`src/design/bcs_pkg.sv`:
```
// Shared types and constants for the barrier cycle sequencer.
// No dependencies; imported by every module of the block.
package bcs_pkg;

    // Field widths
    localparam int unsigned MsW    = 16;
    localparam int unsigned PhaseW = 3;
    localparam int unsigned OutcW  = 2;
    localparam int unsigned CfgIdxW = 3;

    // Phase codes
    localparam logic [PhaseW-1:0] PH_IDLE       = 3'd0;
    localparam logic [PhaseW-1:0] PH_OPEN_PULSE = 3'd1;
    localparam logic [PhaseW-1:0] PH_OPENING    = 3'd2;
    localparam logic [PhaseW-1:0] PH_HOLD       = 3'd3;
    localparam logic [PhaseW-1:0] PH_SCAN       = 3'd4;
    localparam logic [PhaseW-1:0] PH_BACKOFF    = 3'd5;
    localparam logic [PhaseW-1:0] PH_CLOSING    = 3'd6;
    localparam logic [PhaseW-1:0] PH_REOPEN     = 3'd7;

    // Outcome codes
    localparam logic [OutcW-1:0] OUT_NONE    = 2'd0;
    localparam logic [OutcW-1:0] OUT_PASSED  = 2'd1;
    localparam logic [OutcW-1:0] OUT_REFUSED = 2'd2;
    localparam logic [OutcW-1:0] OUT_ABORTED = 2'd3;

    // Item operation codes
    localparam logic OP_TICK  = 1'b0;
    localparam logic OP_START = 1'b1;

    // Configuration register indexes
    localparam logic [CfgIdxW-1:0] REG_RELAY_PULSE     = 3'd0;
    localparam logic [CfgIdxW-1:0] REG_OPENING_TRAVEL  = 3'd1;
    localparam logic [CfgIdxW-1:0] REG_OPEN_HOLD       = 3'd2;
    localparam logic [CfgIdxW-1:0] REG_CLEARANCE       = 3'd3;
    localparam logic [CfgIdxW-1:0] REG_CLOSING_TRAVEL  = 3'd4;

    // Reset values and fixed times, milliseconds
    localparam logic [MsW-1:0] RST_RELAY_PULSE    = 16'd1000;
    localparam logic [MsW-1:0] RST_OPENING_TRAVEL = 16'd3000;
    localparam logic [MsW-1:0] RST_OPEN_HOLD      = 16'd5000;
    localparam logic [MsW-1:0] RST_CLEARANCE      = 16'd1500;
    localparam logic [MsW-1:0] RST_CLOSING_TRAVEL = 16'd3000;
    localparam logic [MsW-1:0] BACKOFF_MS         = 16'd100;

    typedef struct packed {
        logic op;
        logic beam_blocked;
    } t_in_item;

    typedef struct packed {
        logic              request_open;
        logic              request_close;
        logic              green_light;
        logic [PhaseW-1:0] phase;
        logic [OutcW-1:0]  outcome;
        logic              obstruction_warning;
    } t_out_item;

    typedef struct packed {
        logic [MsW-1:0] relay_pulse_ms;
        logic [MsW-1:0] opening_travel_ms;
        logic [MsW-1:0] open_hold_ms;
        logic [MsW-1:0] clearance_ms;
        logic [MsW-1:0] closing_travel_ms;
    } t_cfg;

endpackage

```
`src/design/bcs_cfg_regs.sv`:
```
// Configuration register file of the barrier cycle sequencer.
// Depends on bcs_pkg for the register indexes, reset values and t_cfg.
module bcs_cfg_regs (
    input  logic                         i_clk,
    input  logic                         i_rst_n,
    input  logic                         i_cfg_we,
    input  logic [bcs_pkg::CfgIdxW-1:0]  i_cfg_index,
    input  logic [bcs_pkg::MsW-1:0]      i_cfg_data,
    output bcs_pkg::t_cfg                o_cfg
);
    import bcs_pkg::*;

    t_cfg r_cfg;

    // Load reset values, then take writes by index; unknown indexes drop
    always_ff @(posedge i_clk) begin
        if (!i_rst_n) begin
            r_cfg.relay_pulse_ms    <= RST_RELAY_PULSE;
            r_cfg.opening_travel_ms <= RST_OPENING_TRAVEL;
            r_cfg.open_hold_ms      <= RST_OPEN_HOLD;
            r_cfg.clearance_ms      <= RST_CLEARANCE;
            r_cfg.closing_travel_ms <= RST_CLOSING_TRAVEL;
        end else if (i_cfg_we) begin
            case (i_cfg_index)
                REG_RELAY_PULSE:    r_cfg.relay_pulse_ms    <= i_cfg_data;
                REG_OPENING_TRAVEL: r_cfg.opening_travel_ms <= i_cfg_data;
                REG_OPEN_HOLD:      r_cfg.open_hold_ms      <= i_cfg_data;
                REG_CLEARANCE:      r_cfg.clearance_ms      <= i_cfg_data;
                REG_CLOSING_TRAVEL: r_cfg.closing_travel_ms <= i_cfg_data;
                default: ;
            endcase
        end
    end

    assign o_cfg = r_cfg;

endmodule

```
`src/design/bcs_core.sv`:
```
// Phase sequencer of the barrier cycle: phase, elapsed-time counter, outcome.
// Depends on bcs_pkg; produces the result of each accepted item combinationally.
module bcs_core (
    input  logic               i_clk,
    input  logic               i_rst_n,
    input  logic               i_accept,
    input  bcs_pkg::t_in_item  i_item,
    input  bcs_pkg::t_cfg      i_cfg,
    output bcs_pkg::t_out_item o_result
);
    import bcs_pkg::*;

    logic [PhaseW-1:0] r_phase, n_phase;
    logic [MsW-1:0]    r_elapsed, n_elapsed;
    logic [OutcW-1:0]  r_outcome, n_outcome;
    logic              n_warn;
    logic [MsW-1:0]    inc_ms;
    logic [MsW-1:0]    limit_ms;
    logic              done;

    // Select the time limit of the current phase
    always_comb begin
        case (r_phase)
            PH_OPEN_PULSE, PH_REOPEN: limit_ms = i_cfg.relay_pulse_ms;
            PH_OPENING:               limit_ms = i_cfg.opening_travel_ms;
            PH_HOLD:                  limit_ms = i_cfg.open_hold_ms;
            PH_SCAN:                  limit_ms = i_cfg.clearance_ms;
            PH_BACKOFF:               limit_ms = BACKOFF_MS;
            PH_CLOSING:               limit_ms = i_cfg.closing_travel_ms;
            default:                  limit_ms = '0;
        endcase
    end

    // Count one tick, wrapping at 16 bits
    assign inc_ms = r_elapsed + 16'd1;
    assign done   = (inc_ms >= limit_ms);

    // Advance the phase for one item
    always_comb begin
        n_phase   = r_phase;
        n_elapsed = r_elapsed;
        n_outcome = r_outcome;
        n_warn    = 1'b0;
        if (i_item.op == OP_START) begin
            if (r_phase == PH_IDLE) begin
                if (i_item.beam_blocked) begin
                    n_outcome = OUT_REFUSED;
                end else begin
                    n_phase   = PH_OPEN_PULSE;
                    n_elapsed = '0;
                end
            end
        end else if (r_phase != PH_IDLE) begin
            n_elapsed = done ? '0 : inc_ms;
            case (r_phase)
                PH_OPEN_PULSE: if (done) n_phase = PH_OPENING;
                PH_OPENING:    if (done) n_phase = PH_HOLD;
                PH_HOLD:       if (done) n_phase = PH_SCAN;
                PH_SCAN: begin
                    if (i_item.beam_blocked) begin
                        n_warn    = 1'b1;
                        n_phase   = PH_BACKOFF;
                        n_elapsed = '0;
                    end else if (done) begin
                        n_phase = PH_CLOSING;
                    end
                end
                PH_BACKOFF:    if (done) n_phase = PH_SCAN;
                PH_CLOSING: begin
                    if (i_item.beam_blocked) begin
                        n_phase   = PH_REOPEN;
                        n_elapsed = '0;
                    end else if (done) begin
                        n_phase   = PH_IDLE;
                        n_outcome = OUT_PASSED;
                    end
                end
                PH_REOPEN: begin
                    if (done) begin
                        n_phase   = PH_IDLE;
                        n_outcome = OUT_ABORTED;
                    end
                end
                default: ;
            endcase
        end
    end

    // Hold state between accepted items
    always_ff @(posedge i_clk) begin
        if (!i_rst_n) begin
            r_phase   <= PH_IDLE;
            r_elapsed <= '0;
            r_outcome <= OUT_NONE;
        end else if (i_accept) begin
            r_phase   <= n_phase;
            r_elapsed <= n_elapsed;
            r_outcome <= n_outcome;
        end
    end

    // Decode the relay and light outputs from the new state
    always_comb begin
        o_result.request_open  = (n_phase == PH_OPEN_PULSE) || (n_phase == PH_REOPEN);
        o_result.request_close = (n_phase == PH_CLOSING) &&
                                 (n_elapsed < i_cfg.relay_pulse_ms);
        o_result.green_light   = (n_phase != PH_IDLE) && (n_phase != PH_CLOSING);
        o_result.phase         = n_phase;
        o_result.outcome       = n_outcome;
        o_result.obstruction_warning = n_warn;
    end

endmodule

```
`src/design/barrier_cycle_sequencer.sv`:
```
// Barrier cycle sequencer top level: configuration, sequencer core, result register.
// Depends on bcs_pkg, bcs_cfg_regs and bcs_core.
//
// Usage:
//   Input channel (i_in_valid / o_in_ready / i_in_data) carries one item per
//   transfer: a one-millisecond tick or a start command, with the sampled beam.
//   Output channel (o_out_valid / i_out_ready / o_out_data) returns exactly one
//   result per item: relay requests, light, phase, last outcome and warning.
//   Configuration: i_cfg_we writes i_cfg_data into register i_cfg_index with no
//   wait; write only while no item is in flight.
// Timing:
//   The result of an item accepted at one edge is registered and valid after
//   that edge. Throughput is one item per cycle while i_out_ready takes each result,
//   set by the phase and elapsed-time registers, which update once per item.
// Reset and stall:
//   Synchronous active-low reset returns the phase to idle, the counter and
//   outcome to zero, and the registers to their default times.
//   While a result waits on i_out_ready low, o_in_ready drops and the result
//   holds; a new item is taken in the same cycle the waiting result leaves.
module barrier_cycle_sequencer (
    input  logic                         i_clk,
    input  logic                         i_rst_n,
    input  logic                         i_in_valid,
    output logic                         o_in_ready,
    input  bcs_pkg::t_in_item            i_in_data,
    output logic                         o_out_valid,
    input  logic                         i_out_ready,
    output bcs_pkg::t_out_item           o_out_data,
    input  logic                         i_cfg_we,
    input  logic [bcs_pkg::CfgIdxW-1:0]  i_cfg_index,
    input  logic [bcs_pkg::MsW-1:0]      i_cfg_data
);
    import bcs_pkg::*;

    t_cfg      cfg;
    t_out_item result;
    t_out_item r_out_data;
    logic      r_out_valid;
    logic      in_xfer;

    // Accept when the result register is empty or being emptied
    assign o_in_ready = !r_out_valid || i_out_ready;
    assign in_xfer    = i_in_valid && o_in_ready;

    bcs_cfg_regs u_cfg (
        .i_clk       (i_clk),
        .i_rst_n     (i_rst_n),
        .i_cfg_we    (i_cfg_we),
        .i_cfg_index (i_cfg_index),
        .i_cfg_data  (i_cfg_data),
        .o_cfg       (cfg)
    );

    bcs_core u_core (
        .i_clk    (i_clk),
        .i_rst_n  (i_rst_n),
        .i_accept (in_xfer),
        .i_item   (i_in_data),
        .i_cfg    (cfg),
        .o_result (result)
    );

    // Hold the result until its transfer completes
    always_ff @(posedge i_clk) begin
        if (!i_rst_n) begin
            r_out_valid <= 1'b0;
        end else if (o_in_ready) begin
            r_out_valid <= i_in_valid;
        end
    end

    always_ff @(posedge i_clk) begin
        if (in_xfer) begin
            r_out_data <= result;
        end
    end

    assign o_out_valid = r_out_valid;
    assign o_out_data  = r_out_data;

endmodule

```
`config.mk`:
```
export PLATFORM = sky130hd
export DESIGN_NAME = barrier_cycle_sequencer
export DESIGN_NICKNAME = d
export VERILOG_FILES = /design/src/design/bcs_pkg.sv /design/src/design/bcs_cfg_regs.sv /design/src/design/bcs_core.sv /design/src/design/barrier_cycle_sequencer.sv
export SDC_FILE = /design/constraint.sdc
export NUM_CORES = 1
export LEC_CHECK = 0
export ABC_AREA = 1
export BUFFER_PORTS_ARGS = -buffer_cell sky130_fd_sc_hd__buf_4
export CORE_MARGIN = 1
export CORE_UTILIZATION = 45
export DETAILED_ROUTE_END_ITERATION = 12
export PLACE_DENSITY_LB_ADDON = 0.08
export SLEW_MARGIN = 20
export SYNTH_ARGS = -nofsm -noshare
export SYNTH_HDL_FRONTEND = slang
export SYNTH_SLANG_ARGS = --single-unit
```
`constraint.sdc`:
```
create_clock -name i_clk -period 3.7 [get_ports i_clk]
set_input_delay 0.185 -clock i_clk [delete_from_list [all_inputs] [get_ports i_clk]]
set_output_delay 0.185 -clock i_clk [all_outputs]
set_load 0.02 [all_outputs]
```
==> metrics.txt, run 1 <==
class of the worst hold path in2reg; full die area 0.01370 mm2; Detail Route Antenna Nets 0; Post-Synth XOR/XNOR Area 2.184%; global-route wire length before repair 27,490 um; Die Y 117.1 um; CORE AREA 0.01277 mm2; layout cell share with drive strength beyond 1 23.12%; count of cell types in the netlist 41; post-route insts no fill 1,102; clk root buf clkbuf_16; drt total wl 17,660 um; Relative slew margins 40.36%; antenna violations before repair 0; max cap viols 0; Fill cells 1,156; DR pass1 iterations 5; CTS tree built; R2R setup slack -0.40 ns; setup violators final 1; main combinational cell family by area after synthesis simple AND/OR/NAND/NOR gates; total number of cells along the worst setup path 27; maximum clock frequency 243.7 MHz; CTS max path bufs 2; Req. time, crit path 3.81 ns; worst hold path depth 3; Post-CTS Hold Buffers 0; Endpoint, Worst Hold u_cfg.o_cfg[11]$_SDFFE_PN1P_; Residual DRC 0; worst skew pair latency 0.36 ns; pwr dens 405.5 mW/mm2; Clock transition at path regs 0.08 ns; RR Endpoint o_out_data[7]$_DFFE_PP_; Compound-Gate Fraction of Synth Area 20.85%; Synth Area in Simple Gates 21.99%; vias in the first global route 5,453; Cells after Synth 824; crit path from u_core.r_elapsed[0]$_SDFFE_PN0P_; CP most frequent cell a21oi_2; Crit path largest cell delay 0.37 ns; failing checks setup timing; Initial Utilization 46.65%; cell area after synthesis 0.005958 mm2; setup slack after layout -0.4026 ns; max-slew violation count 0; commonest non-fill, non-tap cells in the layout 160 x nand2_1, 120 x buf_4, 98 x dfxtp_1; largest net degree at the start of global routing 97; total number of yosys warnings 0; most common library cell in the layout ignoring fill and taps nand2_1; Adder-Cell Fraction of Synth Area 6.720%; sequential share of the synthesized area 38.81%; grt ovf 0; final hold vios 0; row count 41; clock sinks 111; CP startpoint kind register; Via density 5.336; Syn Nets 882; Final min period 4.103 ns; Data arrival, critical path 4.22 ns; TritonCTS buffer count 9; largest fanout on the critical path 5; Setup Skew 0.007060 ns; H-tree depth 3; Post-DP Area 0.006969 mm2; ant diodes 0; IO buf count 36; Slew @ Worst Pin 0.8946 ns; mux share of post-synthesis cell area 0%; worst r2r path cells 27; Final nets 983; critical path class reg2reg; fin crit share 110.9%; Die X 117.1 um; via count 5,880; design area 0.007610 mm2; total track usage 26.56%; Peak supply drop 481.1 uV; hold_sp i_cfg_data[11]; Post-Place Cells 1,078; Reg-to-Reg Start u_core.r_elapsed[0]$_SDFFE_PN0P_; Yosys reg bits 111; leakage 3.540 nW; synthesis-to-layout area growth 27.72%; outcome complete, but fails checks; post-DP HPWL 12,650 um; Top delay family on crit path simple AND/OR/NAND/NOR gates; RSZ-0062 raised after global routing yes; Slowest-stage cell, CP dfxtp_4; per-cell routed wire length 16.02 um; synthesized area per cell 7.231 um2; Boundary Pins 37; WP buf/inv 4; nature of the critical path endpoint register; Detailed Route Iter0 Violations 452; RePlAce Congestion 0.8855
-- synthesized netlist by cell type (all sizes together) --
library cell	n	area share [%]
nand4	5	0.63
o221ai	1	0.15
nor2	89	5.6
nand3	40	3.6
a21o	1	0.13
edfxtp	9	4.5
o21a	1	0.13
o21bai	2	0.25
a21oi	60	5.1
nor3	9	1.3
inv	106	6.7
ha	32	6.7
xnor2	2	0.42
o211ai	16	2.0
a221oi	12	1.8
dfxtp	102	34
a211oi	5	0.63
clkinv	2	0.13
a22oi	13	1.6
buf	5	0.52
a31o	1	0.15
o21ai	84	7.1
o22ai	10	1.0
xor2	12	1.8
dlymetal6s2s	1	0.21
o2111ai	5	0.73
clkbuf	29	1.9
nand2	170	11
-- area by class of cell --
| cell class | instances | area, um2 | share of cell area (%) |
|---|---|---|---|
| sequential | 111 | 2322 | 30.52 |
| clock buffer | 13 | 281.5 | 3.699 |
| timing repair buffer | 125 | 974.7 | 12.81 |
| multi-input combinational | 570 | 3379 | 44.41 |
| inverter | 108 | 407.9 | 5.360 |
| clock inverter | 3 | 28.78 | 0.3782 |
| tap | 172 | 215.2 | 2.828 |
-- how the worst max path moves through the flow --
stage	endpoint	slack, ns
floorplan	o_out_data[7]$_DFFE_PP_	-0.01
global placement	o_out_data[7]$_DFFE_PP_	-0.26
detailed placement	o_out_data[7]$_DFFE_PP_	-0.29
CTS	o_out_data[7]$_DFFE_PP_	-0.27
global route	o_out_data[7]$_DFFE_PP_	-0.66
finish	o_out_data[7]$_DFFE_PP_	-0.40
-- registers in the layout, indices dropped and copies added, names as in the netlist --
name and cells:
u_core.r_outcome 2, o_out_valid 1, u_cfg.o_cfg 80, u_core.r_elapsed 16, u_core.r_phase 3, o_out_data 9
-- logic make-up after synthesis --
family          Yosys count
fa+ha+maj                32
simple gates            313
buf+inv                 143
xor+xnor                 14
compound gates          211
flops                   111
-- layer usage --
metal | part of all wire, % | wire (um) | global-route usage (%)
met1 | 45 | 7958 | 34.54
met4 | 2.3 | 403 | 8.439
met3 | 6.0 | 1064 | 5.664
met2 | 47 | 8232 | 44.06
met5 | 0 | 0 | 0
-- worst reg2reg max path: stages (launching register included) --
cell and delay [ns]:
dfxtp_4 0.37, buf_4 0.10, nand3_2 0.09, nor3_4 0.21, nand3_2 0.14, nor3_4 0.24, buf_6 0.14, nand4_2 0.09
xnor2_2 0.30, ha_4 0.26, a21oi_2 0.11, o21ai_1 0.09, nor2_2 0.14, nand2_2 0.08, nor2_2 0.13, nand2_2 0.11
buf_4 0.16, o22ai_1 0.20, a22oi_2 0.11, inv_1 0.09, ha_1 0.15, a21oi_2 0.05, nor2_1 0.12, a211oi_2 0.05
o221ai_1 0.14, nor2_1 0.06, nand3_1 0.09, a21oi_2 0.04
-- power by group --
| part | total [mW] | switching (mW) | internal, mW |
|---|---|---|---|
| sequential | 1.31 | 0.0370 | 1.27 |
| combinational | 0.763 | 0.438 | 0.325 |
| clock | 1.01 | 0.465 | 0.546 |
| total | 3.09 | 0.940 | 2.15 |
-- through the flow --
stage               hold WS, ns  setup TNS [ns]  util (%)  total power, mW  setup WS, ns
floorplan                0.2982        -0.01400         -            1.733      -0.01400
global placement         0.4286         -0.2594     54.56            2.010       -0.2594
detailed placement       0.4345         -0.2900     54.56            2.028       -0.2900
CTS                     0.06241         -0.2679     57.26            3.036       -0.2679
global route            0.07132         -0.6767     59.57            3.237       -0.6558
finish                  0.06873         -0.4026     59.57            3.085       -0.4026
-- timing repair --
| action | CTS | global route |
|---|---|---|
| setup endpoints to repair | 1 | 3 |
| setup buffers | 0 | 8 |
| gates cloned | 0 | 0 |
| resized for setup | 6 | 45 |
| pin swaps | 1 | 37 |
Power figures use the tool's default switching activity.
==> run 2, diff against run 1 <==
Settings changed: RECOVER_POWER from default to 25.
==> run 2 against run 1 <==
  * The flow finishes with violations (capacitance limit, slew limit, setup timing)
  * Critical path depth unchanged
  * Sequential share of layout area up 0.18 points
  * Cell count unchanged
==> metrics.txt, run 2 (synthesis gave the netlist of run 1 again) <==
CP startpoint kind register; Internal 2.137 mW; max-slew violation count 97; Data arrival, critical path 4.20 ns; IO buf count 36; total track usage 26.56%; commonest non-fill, non-tap cells in the layout 160 x nand2_1, 108 x buf_4, 98 x dfxtp_1; Peak supply drop 480.8 uV; largest net degree at the start of global routing 97; antenna violations before repair 0; WP buf/inv 4; setup slack after layout -0.3842 ns; Final min period 4.084 ns; RSZ-0062 raised after global routing yes; Final nets 983; Die X 117.1 um; Detail Route Antenna Nets 0; layout cell share with drive strength beyond 1 21.94%; critical path class reg2reg; pwr dens 406.6 mW/mm2; Crit path largest cell delay 0.37 ns; H-tree depth 3; vias in the first global route 5,453; Top delay family on crit path simple AND/OR/NAND/NOR gates; max FFs per register 80; global-route wire length before repair 27,490 um; Detailed Route Iter0 Violations 425; drt total wl 17,690 um; failing checks capacitance limit, slew limit, setup timing; Comb power frac 24.5%; TritonCTS buffer count 9; CTS tree built; Boundary Pins 37; Power, Total 3.076 mW; Setup Skew 0.006953 ns; clock power share 32.8%; most common library cell in the layout ignoring fill and taps nand2_1; clk root buf clkbuf_16; Relative slew margins -15.84%; nature of the critical path endpoint register; synthesis-to-layout area growth 26.98%; clock sinks 111; Residual DRC 0; leakage 3.498 nW; share of total power in sequential cells 42.6%; Net Sw Power 0.9393 mW; Req. time, crit path 3.82 ns; per-cell routed wire length 16.06 um; via count 5,888; Slowest-stage cell, CP dfxtp_4; CTS max path bufs 2; ant diodes 0; worst skew pair latency 0.36 ns; grt ovf 0; R2R setup slack -0.38 ns; Slew @ Worst Pin 1.738 ns; CORE AREA 0.01277 mm2; Net Sw Frac 30.53%; maximum clock frequency 244.8 MHz; Initial Utilization 46.65%; setup violators final 1; fin util 59.23%; post-DP HPWL 12,650 um; full die area 0.01370 mm2; CP most frequent cell a21oi_2; Via density 5.343; largest fanout on the critical path 5; Die Y 117.1 um; crit path from u_core.r_elapsed[0]$_SDFFE_PN0P_; max cap viols 1; outcome complete, but fails checks; Reg-to-Reg Start u_core.r_elapsed[0]$_SDFFE_PN0P_; class of the worst hold path in2reg; dpl ws -0.2900 ns; final hold vios 0; DR pass1 iterations 5; RePlAce Congestion 0.8855; Clock transition at path regs 0.08 ns; fin crit share 110.4%; hold_sp i_cfg_data[11]; row count 41
run 2: cell types whose count changed in the layout (fill, tap and decap cells not counted), sizes merged:
cell / before / now
buf: 125 / 113
clkbuf: 13 / 25
run 2: what timing repair did:
item                       in CTS  in global routing
setup endpoints to repair       1                  3
resized for setup               6                 45
hold buffers                    0                  0
pin swaps                       1                 37
setup buffers                   0                  8
run 2: layout make-up:
| cell class | instances | area [um2] |
|---|---|---|
| Clock buffer | 13 | 281.5 |
| Clock inverter | 3 | 28.78 |
| Fill cell | 1169 | 5207 |
| Inverter | 108 | 407.9 |
| Multi-Input combinational cell | 570 | 3379 |
| Sequential cell | 111 | 2322 |
| Tap cell | 172 | 215.2 |
| Timing Repair Buffer | 125 | 930.9 |
run 2: per-stage QoR:
stage	cells	area [um2]	TNS, ns	hold slack [ns]
floorplan	824	6002	-0.01400	0.2982
global placement	1078	6969	-0.2594	0.4286
detailed placement	1078	6969	-0.2900	0.4345
CTS	1094	7315	-0.2679	0.06241
global route	1102	7566	-0.6767	0.07132
finish	1102	7566	-0.3842	0.06884
run 2: power by group through the flow:
| stage | combinational, mW | sequential (mW) | clock, mW |
|---|---|---|---|
| after floorplan | 0.386 | 1.35 | 0 |
| after global placement | 0.673 | 1.34 | 0 |
| after detailed placement | 0.691 | 1.34 | 0 |
| after CTS | 0.698 | 1.31 | 1.03 |
| after global routing | 0.835 | 1.32 | 1.07 |
| final | 0.755 | 1.31 | 1.01 |
run 2: worst min-delay path, cell delays in order:
cell and delay [ns]:
buf_4 0.11, nand2_1 0.05, nand3_1 0.05
run 2: worst paths after layout:
check / endpoint / depth (start not counted)
min: u_cfg.o_cfg[11]$_SDFFE_PN1P_ / 3
max: o_out_data[7]$_DFFE_PP_ / 27
max reg2reg: o_out_data[7]$_DFFE_PP_ / 27
min reg2reg: u_cfg.o_cfg[21]$_SDFFE_PN0P_ / 2
run 2: routing by layer:
| layer | GRT usage (%) | share of wire (%) | up-vias |
|---|---|---|---|
| met2 | 44.06 | 47 | 180 |
| li1 | - | - | 2953 |
| met4 | 8.439 | 2.4 | 0 |
| met5 | 0 | 0 | - |
| met1 | 34.54 | 45 | 2718 |
| met3 | 5.664 | 5.9 | 37 |
==> run 3, diff against run 2 <==
Settings changed: CELL_PAD_IN_SITES_DETAIL_PLACEMENT from default to 2, CELL_PAD_IN_SITES_GLOBAL_PLACEMENT from default to 2, CORE_UTILIZATION 45 to 32.
==> run 3 against run 2 <==
  * The run ends with DRC, capacitance limit, slew limit, setup timing left
  * Cell count grew 6.7%
  * Combinational power grew 18%
  * Clock skew grew 0.0057 ns
  * Sequential share of layout area shrank 1.5 points
  * Sequential power is essentially flat
  * Critical path depth grew 2
  * Fmax shrank 11%
  * Register-to-register slack lost 0.50 ns
  * First-iteration DRC count shrank 48%
  * Non-clock buffer count grew 17
  * Clock-buffer cell count shrank 4
  * Die area grew 40%
  * Largest cell class unchanged
==> metrics.txt, run 3 (synthesis gave the netlist of run 1 again) <==
max-slew violation count 97; nature of the critical path endpoint register; clock sinks 111; Post-DP Area 0.007118 mm2; met1 GRT Util 31.78%; vias in the first global route 6,624; worst hold path depth 3; met3 Resource Use GR 2.425%; max cap viols 1; TritonCTS buffer count 9; most common library cell in the layout ignoring fill and taps nand2_1; Via density 5.331; WP buf/inv 5; fin util 44.08%; Relative slew margins -22.45%; Most Crowded Layer GR met2; post-DP HPWL 17,190 um; RR Endpoint o_out_data[7]$_DFFE_PP_; worst r2r path cells 29; Boundary Pins 37; Peak supply drop 227.5 uV; GR Layer Usage met2 43.39%; RSZ-0062 raised after global routing yes; per-cell routed wire length 20.97 um; critical path class reg2reg; row count 49; synthesis-to-layout area growth 33.81%; worst skew pair latency 0.37 ns; Final min period 4.582 ns; H-tree depth 3; design area 0.007973 mm2; layout cell share with drive strength beyond 1 25.87%; via count 6,269; CTS max path bufs 2; Endpoint, Worst Hold u_cfg.o_cfg[11]$_SDFFE_PN1P_; Data arrival, critical path 4.79 ns; drt total wl 24,660 um; CTS tree built; CP startpoint kind register; R2R setup slack -0.88 ns; Die Y 138.5 um; Residual DRC 4; Initial Utilization 32.94%; Die X 138.5 um; leakage 3.611 nW; dpl ws -0.5137 ns; Clock transition at path regs 0.09 ns; Detail Route Antenna Nets 0; Final nets 1,000; antenna violations before repair 0; worst hold slack 0.07231 ns; full die area 0.01917 mm2; largest fanout on the critical path 3; global-route wire length before repair 36,740 um; class of the worst hold path in2reg; final hold vios 0; Slew @ Worst Pin 1.837 ns; Slowest-stage cell, CP dfxtp_4; setup violators final 4; Top delay family on crit path simple AND/OR/NAND/NOR gates; Reg-to-Reg Start u_core.r_elapsed[1]$_SDFFE_PN0P_; total track usage 24.75%; largest net degree at the start of global routing 97; max FFs per register 80; clk root buf clkbuf_16; outcome complete, but fails checks; IO buf count 36; Req. time, crit path 3.91 ns; maximum clock frequency 218.3 MHz; grt ovf 0; pwr dens 415.2 mW/mm2; setup slack after layout -0.8815 ns; fin crit share 123.8%; DR pass1 iterations 8; total number of cells along the worst setup path 29; commonest non-fill, non-tap cells in the layout 153 x nand2_1, 122 x buf_4, 96 x dfxtp_1; Power, Total 3.310 mW; CORE AREA 0.01809 mm2; hold_sp i_cfg_data[11]; CP most frequent cell nand2_2; RePlAce Congestion 0.8287; failing checks DRC, capacitance limit, slew limit, setup timing; Setup Skew 0.01261 ns; Detailed Route Iter0 Violations 220; Crit path largest cell delay 0.39 ns; ant diodes 0; Post-CTS Hold Buffers 0
-- run 3: changes by cell type in the layout (fill, tap and decap cells not counted), sizes merged --
cell,change
clkinvlp,+1
buf,+17
bufinv,+1
inv,-1
clkinv,+3
clkbuf,-4
-- run 3: worst max-delay path by stage --
stage / slack (ns) / startpoint / to
2_1_floorplan: -0.01 / u_core.r_elapsed[3]$_SDFFE_PN0P_ / o_out_data[7]$_DFFE_PP_
3_3_place_gp: -0.40 / u_core.r_elapsed[1]$_SDFFE_PN0P_ / o_out_data[7]$_DFFE_PP_
3_5_place_dp: -0.51 / u_core.r_elapsed[1]$_SDFFE_PN0P_ / o_out_data[7]$_DFFE_PP_
4_1_cts: -0.50 / u_core.r_elapsed[0]$_SDFFE_PN0P_ / o_out_data[7]$_DFFE_PP_
5_1_grt: -1.11 / u_core.r_elapsed[1]$_SDFFE_PN0P_ / o_out_data[7]$_DFFE_PP_
6_report: -0.88 / u_core.r_elapsed[1]$_SDFFE_PN0P_ / o_out_data[7]$_DFFE_PP_
-- run 3: area by class of cell --
class	count	area, um2
multi-input combinational	570	3516
tap	229	286.5
timing repair buffer	142	1096
fill	2050	10110
clock buffer	9	225.2
inverter	108	411.6
sequential	111	2330
clock inverter	7	107.6
-- run 3: metrics by stage --
| step | TNS [ns] | std cells |
|---|---|---|
| floorplan | -0.01400 | 824 |
| global placement | -0.4014 | 1142 |
| detailed placement | -0.5137 | 1142 |
| CTS | -0.5036 | 1160 |
| global route | -2.770 | 1176 |
| finish | -1.004 | 1176 |
-- run 3: what timing repair did --
item,in CTS,in global routing
resized for setup,5,79
buffers inserted,2,16
pin swaps,6,42
endpoints found under the setup margin,1,9
-- run 3: power by group --
group	leakage, nW	internal (mW)	switching [mW]	total [mW]
sequential	0.927	1.27	0.0431	1.32
clock	0.161	0.555	0.550	1.10
combinational	2.52	0.364	0.524	0.888
total	3.61	2.19	1.12	3.31
-- run 3: tightest hold or removal path, delay by kind of cell --
| kind | cells | cell delay, ns |
|---|---|---|
| buffers and inverters | 1 | 0.12 |
| AND/OR/NAND/NOR | 2 | 0.11 |
-- run 3: per-layer routing --
metal,up-vias,wire length [um]
met2,85,12400
met1,3170,11260
met3,41,442
met5,-,0
li1,2973,-
met4,0,554
